`src/rtl/core/cpu_bus_address_decoder_assert.svh`:
```
// ----------------------------------------------------------------------------
// CPU bus address decoder assertion macros
// Shared concurrent assertion forms; expect clk and rst_n in scope.
// ----------------------------------------------------------------------------
`ifndef CPU_BUS_ADDRESS_DECODER_ASSERT_SVH
`define CPU_BUS_ADDRESS_DECODER_ASSERT_SVH

// same-cycle implication
`define CBAD_ASSERT_IMP(lbl, ante, cons) \
  lbl: assert property (@(posedge clk) disable iff (!rst_n) (ante) |-> (cons)) \
    else $error("cbad: same-cycle check failed");

// next-cycle implication
`define CBAD_ASSERT_NXT(lbl, ante, cons) \
  lbl: assert property (@(posedge clk) disable iff (!rst_n) (ante) |=> (cons)) \
    else $error("cbad: next-cycle check failed");

`endif

```
`src/rtl/core/cbad_pkg.sv`:
```
// ----------------------------------------------------------------------------
// cbad_pkg
// Types, address map constants and target codes of the CPU bus decoder.
// ----------------------------------------------------------------------------
package cbad_pkg;

  localparam int RAM_ADDR_BITS = 11;
  localparam int RAM_DEPTH     = 1 << RAM_ADDR_BITS;
  localparam int DATA_W        = 8;
  localparam int ADDR_W        = 16;

  localparam logic REQ_WRITE = 1'b1;

  localparam logic [ADDR_W-1:0] RAM_END      = 16'h1FFF;
  localparam logic [ADDR_W-1:0] PPU_END      = 16'h3FFF;
  localparam logic [ADDR_W-1:0] PPU_REG_MASK = 16'h0007;
  localparam logic [ADDR_W-1:0] APU_END      = 16'h4013;
  localparam logic [ADDR_W-1:0] DMA_ADDR     = 16'h4014;
  localparam logic [ADDR_W-1:0] APU_STATUS   = 16'h4015;
  localparam logic [ADDR_W-1:0] PAD0_ADDR    = 16'h4016;
  localparam logic [ADDR_W-1:0] PAD1_ADDR    = 16'h4017;
  localparam logic [ADDR_W-1:0] MAPPER_BASE  = 16'h4800;

  typedef enum logic [2:0] {
    TGT_RAM      = 3'd0,
    TGT_PPU      = 3'd1,
    TGT_PAD      = 3'd2,
    TGT_APU      = 3'd3,
    TGT_DMA      = 3'd4,
    TGT_MAPPER   = 3'd5,
    TGT_UNMAPPED = 3'd6
  } target_t;

  typedef struct packed {
    target_t             target;
    logic [ADDR_W-1:0]   fwd_addr;
    logic                fwd_data;   // pass write byte on
    logic                ram_rd;
    logic                ram_wr;
    logic                pad_rd;
    logic                pad_sel;
    logic                pad_strobe;
    logic                dma;
  } dec_t;

endpackage

```
`src/rtl/core/cbad_decode.sv`:
```
// ----------------------------------------------------------------------------
// cbad_decode
// Address map decode of one CPU bus access into target and action flags.
// ----------------------------------------------------------------------------
module cbad_decode (
  input  logic                        req_type,
  input  logic [cbad_pkg::ADDR_W-1:0] address,
  output cbad_pkg::dec_t              dec
);

  logic wr;

  assign wr = (req_type == cbad_pkg::REQ_WRITE);

  always_comb begin
    dec            = '0;
    dec.target     = cbad_pkg::TGT_UNMAPPED;
    dec.fwd_addr   = address;
    dec.pad_sel    = address[0];
    if (address <= cbad_pkg::RAM_END) begin
      dec.target = cbad_pkg::TGT_RAM;
      dec.ram_wr = wr;
      dec.ram_rd = !wr;
    end else if (address <= cbad_pkg::PPU_END) begin
      dec.target   = cbad_pkg::TGT_PPU;
      dec.fwd_addr = address & cbad_pkg::PPU_REG_MASK;
      dec.fwd_data = wr;
    end else if (address >= cbad_pkg::MAPPER_BASE) begin
      dec.target   = cbad_pkg::TGT_MAPPER;
      dec.fwd_data = wr;
    end else if (!wr) begin
      if (address == cbad_pkg::PAD0_ADDR || address == cbad_pkg::PAD1_ADDR) begin
        dec.target = cbad_pkg::TGT_PAD;
        dec.pad_rd = 1'b1;
      end
    end else begin
      // 0x4017 write goes to the APU frame counter, not pad 1
      if (address <= cbad_pkg::APU_END || address == cbad_pkg::APU_STATUS ||
          address == cbad_pkg::PAD1_ADDR) begin
        dec.target   = cbad_pkg::TGT_APU;
        dec.fwd_data = 1'b1;
      end else if (address == cbad_pkg::DMA_ADDR) begin
        dec.target = cbad_pkg::TGT_DMA;
        dec.dma    = 1'b1;
      end else if (address == cbad_pkg::PAD0_ADDR) begin
        dec.target     = cbad_pkg::TGT_PAD;
        dec.pad_strobe = 1'b1;
      end
    end
  end

endmodule

```
`config.mk`:
```
export PLATFORM = sky130hd
export DESIGN_NAME = cbad_decode
export DESIGN_NICKNAME = d
export VERILOG_FILES = /design/src/rtl/core/cpu_bus_address_decoder_assert.svh /design/src/rtl/core/cbad_pkg.sv /design/src/rtl/core/cbad_decode.sv
export SDC_FILE = /design/constraint.sdc
export NUM_CORES = 1
export LEC_CHECK = 0
export ABC_CLOCK_PERIOD_IN_PS = 1400
export BUFFER_PORTS_ARGS = -buffer_cell sky130_fd_sc_hd__buf_2
export CORE_AREA = 2 2 39 41
export DETAILED_ROUTE_END_ITERATION = 7
export DIE_AREA = 0 0 41 43
export PLACE_DENSITY = 0.68
export SLEW_MARGIN = 20
export SYNTH_ARGS = -nofsm -noshare
export SYNTH_HDL_FRONTEND = slang
export SYNTH_SLANG_ARGS = --single-unit
export TNS_END_PERCENT = 20
```
`constraint.sdc`:
```
create_clock -name vclk -period 1.4
set_input_delay 0 -clock vclk [all_inputs]
set_output_delay 0 -clock vclk [all_outputs]
set_load 0.1 [all_outputs]
```
==> metrics <==
status=finished with violations; failing checks=setup timing; Seq cells=0; row cnt=14; num ports=43; post-route minimum period=1.57 ns; Post-CTS Hold Buffers=0; Max Cap Viol=0; Worst-Margin Slew=0.491 ns; mux contribution to synthesized area=0; largest family of logic cells by synthesized area=simple AND/OR/NAND/NOR gates; top post-synthesis cells by area=nor2b_1 (26%), buf_4 (10%), and2_1 (6.4%); peak supply drop=0.275 mV; placed instance count=110; post-synthesis xor/xnor area fraction=0; largest net degree at the start of global routing=11; Hold WC Path Type=input pin to output pin; P_leak=0.402 nW; Filler cells=129; Crit. End Element=output pin; area leader, netlist=nor2b_1; Starting Density=0.212; hold wc startpoint=address[1]; Residual DRC=0; HPWL after DPL=1090 um; CP max FO=4; Pre-Repair DR Iteration Count=2; IO buf count=43; WP data required=1.40 ns; Die Wd=41 um; CP arrival=1.57 ns; RSZ-0062 raised after global routing=true; initial antenna violation count=0; Worst path max stage delay=0.57 ns; fmax=636 MHz; Mapped Area=293 um2; post-CTS setup buffer count=0; pwr dens=576 nW/um2; clock buffer count=0; Worst setup SP type=input pin; setup ws final=-0.172 ns; Final Hold Viols=0; synthesized area per cell=5.98 um2; Slew HR=0.675; hold path cells=3; YS warnings=0; Cell Chain, Critical Path=buf_6 > or4_4 > or4b_4 > a21oi_2 > nor2_1 > buf_6; Endpoint, Worst Hold=dec[0]; Compound-Gate Fraction of Synth Area=0.120; Final Setup Violations=5; vias per std cell=4.77; share of layout cells above drive strength 1=0.660; most common cell in the netlist=nor2b_1; Wirelength per Cell=10.9 um; Synth top cells by count=nor2b_1 (12), nand2_1 (5), nor2_1 (5); Non-Filler Instances=110; Die ar.=1760 um2; first-pass GRT wire length=2040 um; syn nets=66; Post-DRT Antenna Nets=0; Via Count=525; Core Util, Final=0.617; adder-cell share of the synthesized area=0; crit path kind=input pin to output pin; Tot Pwr=0.000492 W; simple-gate share of the synthesized area=0.739; area share of the largest cell type after synthesis=0.256; initial drt markers=2; final WL=1200 um; placed cell area=837 um2; slowest stage cell, crit path=or4b_4; nets=113; area of the core=1380 um2; Final period util=1.12; Critical Path Most Common Cell=buf_6; cells after synthesis=49; # diodes=0; GRT Total Usage=0.156; gpl congestion=0.695; total grt overflow=0; die span in y=43 um; area of the multi-input gates=313 um2; number of global-route vias before repair=510; post-route cell area=853 um2; Register Area=0 um2; unique cell type count in the Yosys netlist=17; Seq/Total Area, Yosys=0; Max Slew Vio Count=0; area grow syn2layout=191%
## layer usage
| metal | track usage | part of all wire | routed length [um] |
|---|---|---|---|
| met1 | 0.201 | 0.36 | 433 |
| met2 | 0.278 | 0.55 | 664 |
| met3 | 0.0209 | 0.086 | 103 |
| met4 | 0 | 0 | 0 |
| met5 | 0 | 0 | 0 |
## metrics by stage
stage	hold slack (ns)	setup TNS, ns	setup slack (ns)
final	0.368	-0.631	-0.172
after detailed placement	0.373	-1.00	-0.343
after global routing	0.389	-0.877	-0.227
after CTS	0.373	-0.693	-0.178
after floorplan	0.0978	-5.48	-0.468
after global placement	0.362	-0.886	-0.311
## cell type report
class,instances,area share
multi-input cells,42,0.367
well taps,16,0.0235
repair buffers,52,0.610
## power breakdown
part           switching [W]  internal (W)  total (W)
Clock                      0             0          0
Sequential                 0             0          0
Combinational       0.000348      0.000144   0.000492
## repair_timing
item,CTS,global route
cloned,0,0
pin swaps,1,1
resized for setup,4,0
setup endpoints to repair,5,5
## worst max path at each step
| stage | cells past startpoint | to | startpoint |
|---|---|---|---|
| 6_report | 6 | dec[25] | address[5] |
| 5_1_grt | 6 | dec[25] | address[5] |
| 4_1_cts | 5 | dec[1] | address[5] |
| 3_5_place_dp | 6 | dec[25] | address[5] |
| 3_3_place_gp | 6 | dec[25] | address[5] |
| 2_1_floorplan | 3 | dec[0] | address[5] |
## cells by family (layout without fill, tap and decap cells)
logic type | Yosys count | count (layout)
AOI/OAI and AO/OA | 6 | 6
buffers and inverters | 7 | 52
and+or+nand+nor | 36 | 36
## critical path: cells and delay by family
kind | cells | cell delay [ns]
buf+inv | 2 | 0.28
simple gates | 3 | 1.16
compound gates | 1 | 0.14
## cell usage in the layout, fill, tap and decap left out, drive strengths merged
master	count
nor3b	1
nand2	5
nor2b	12
o311ai	1
buf	52
a31oi	1
nor3	4
or4	3
o21ai	1
nor4	2
a21oi	3
or4b	1
nor2	5
and2	3
Power figures use the tool's default switching activity.
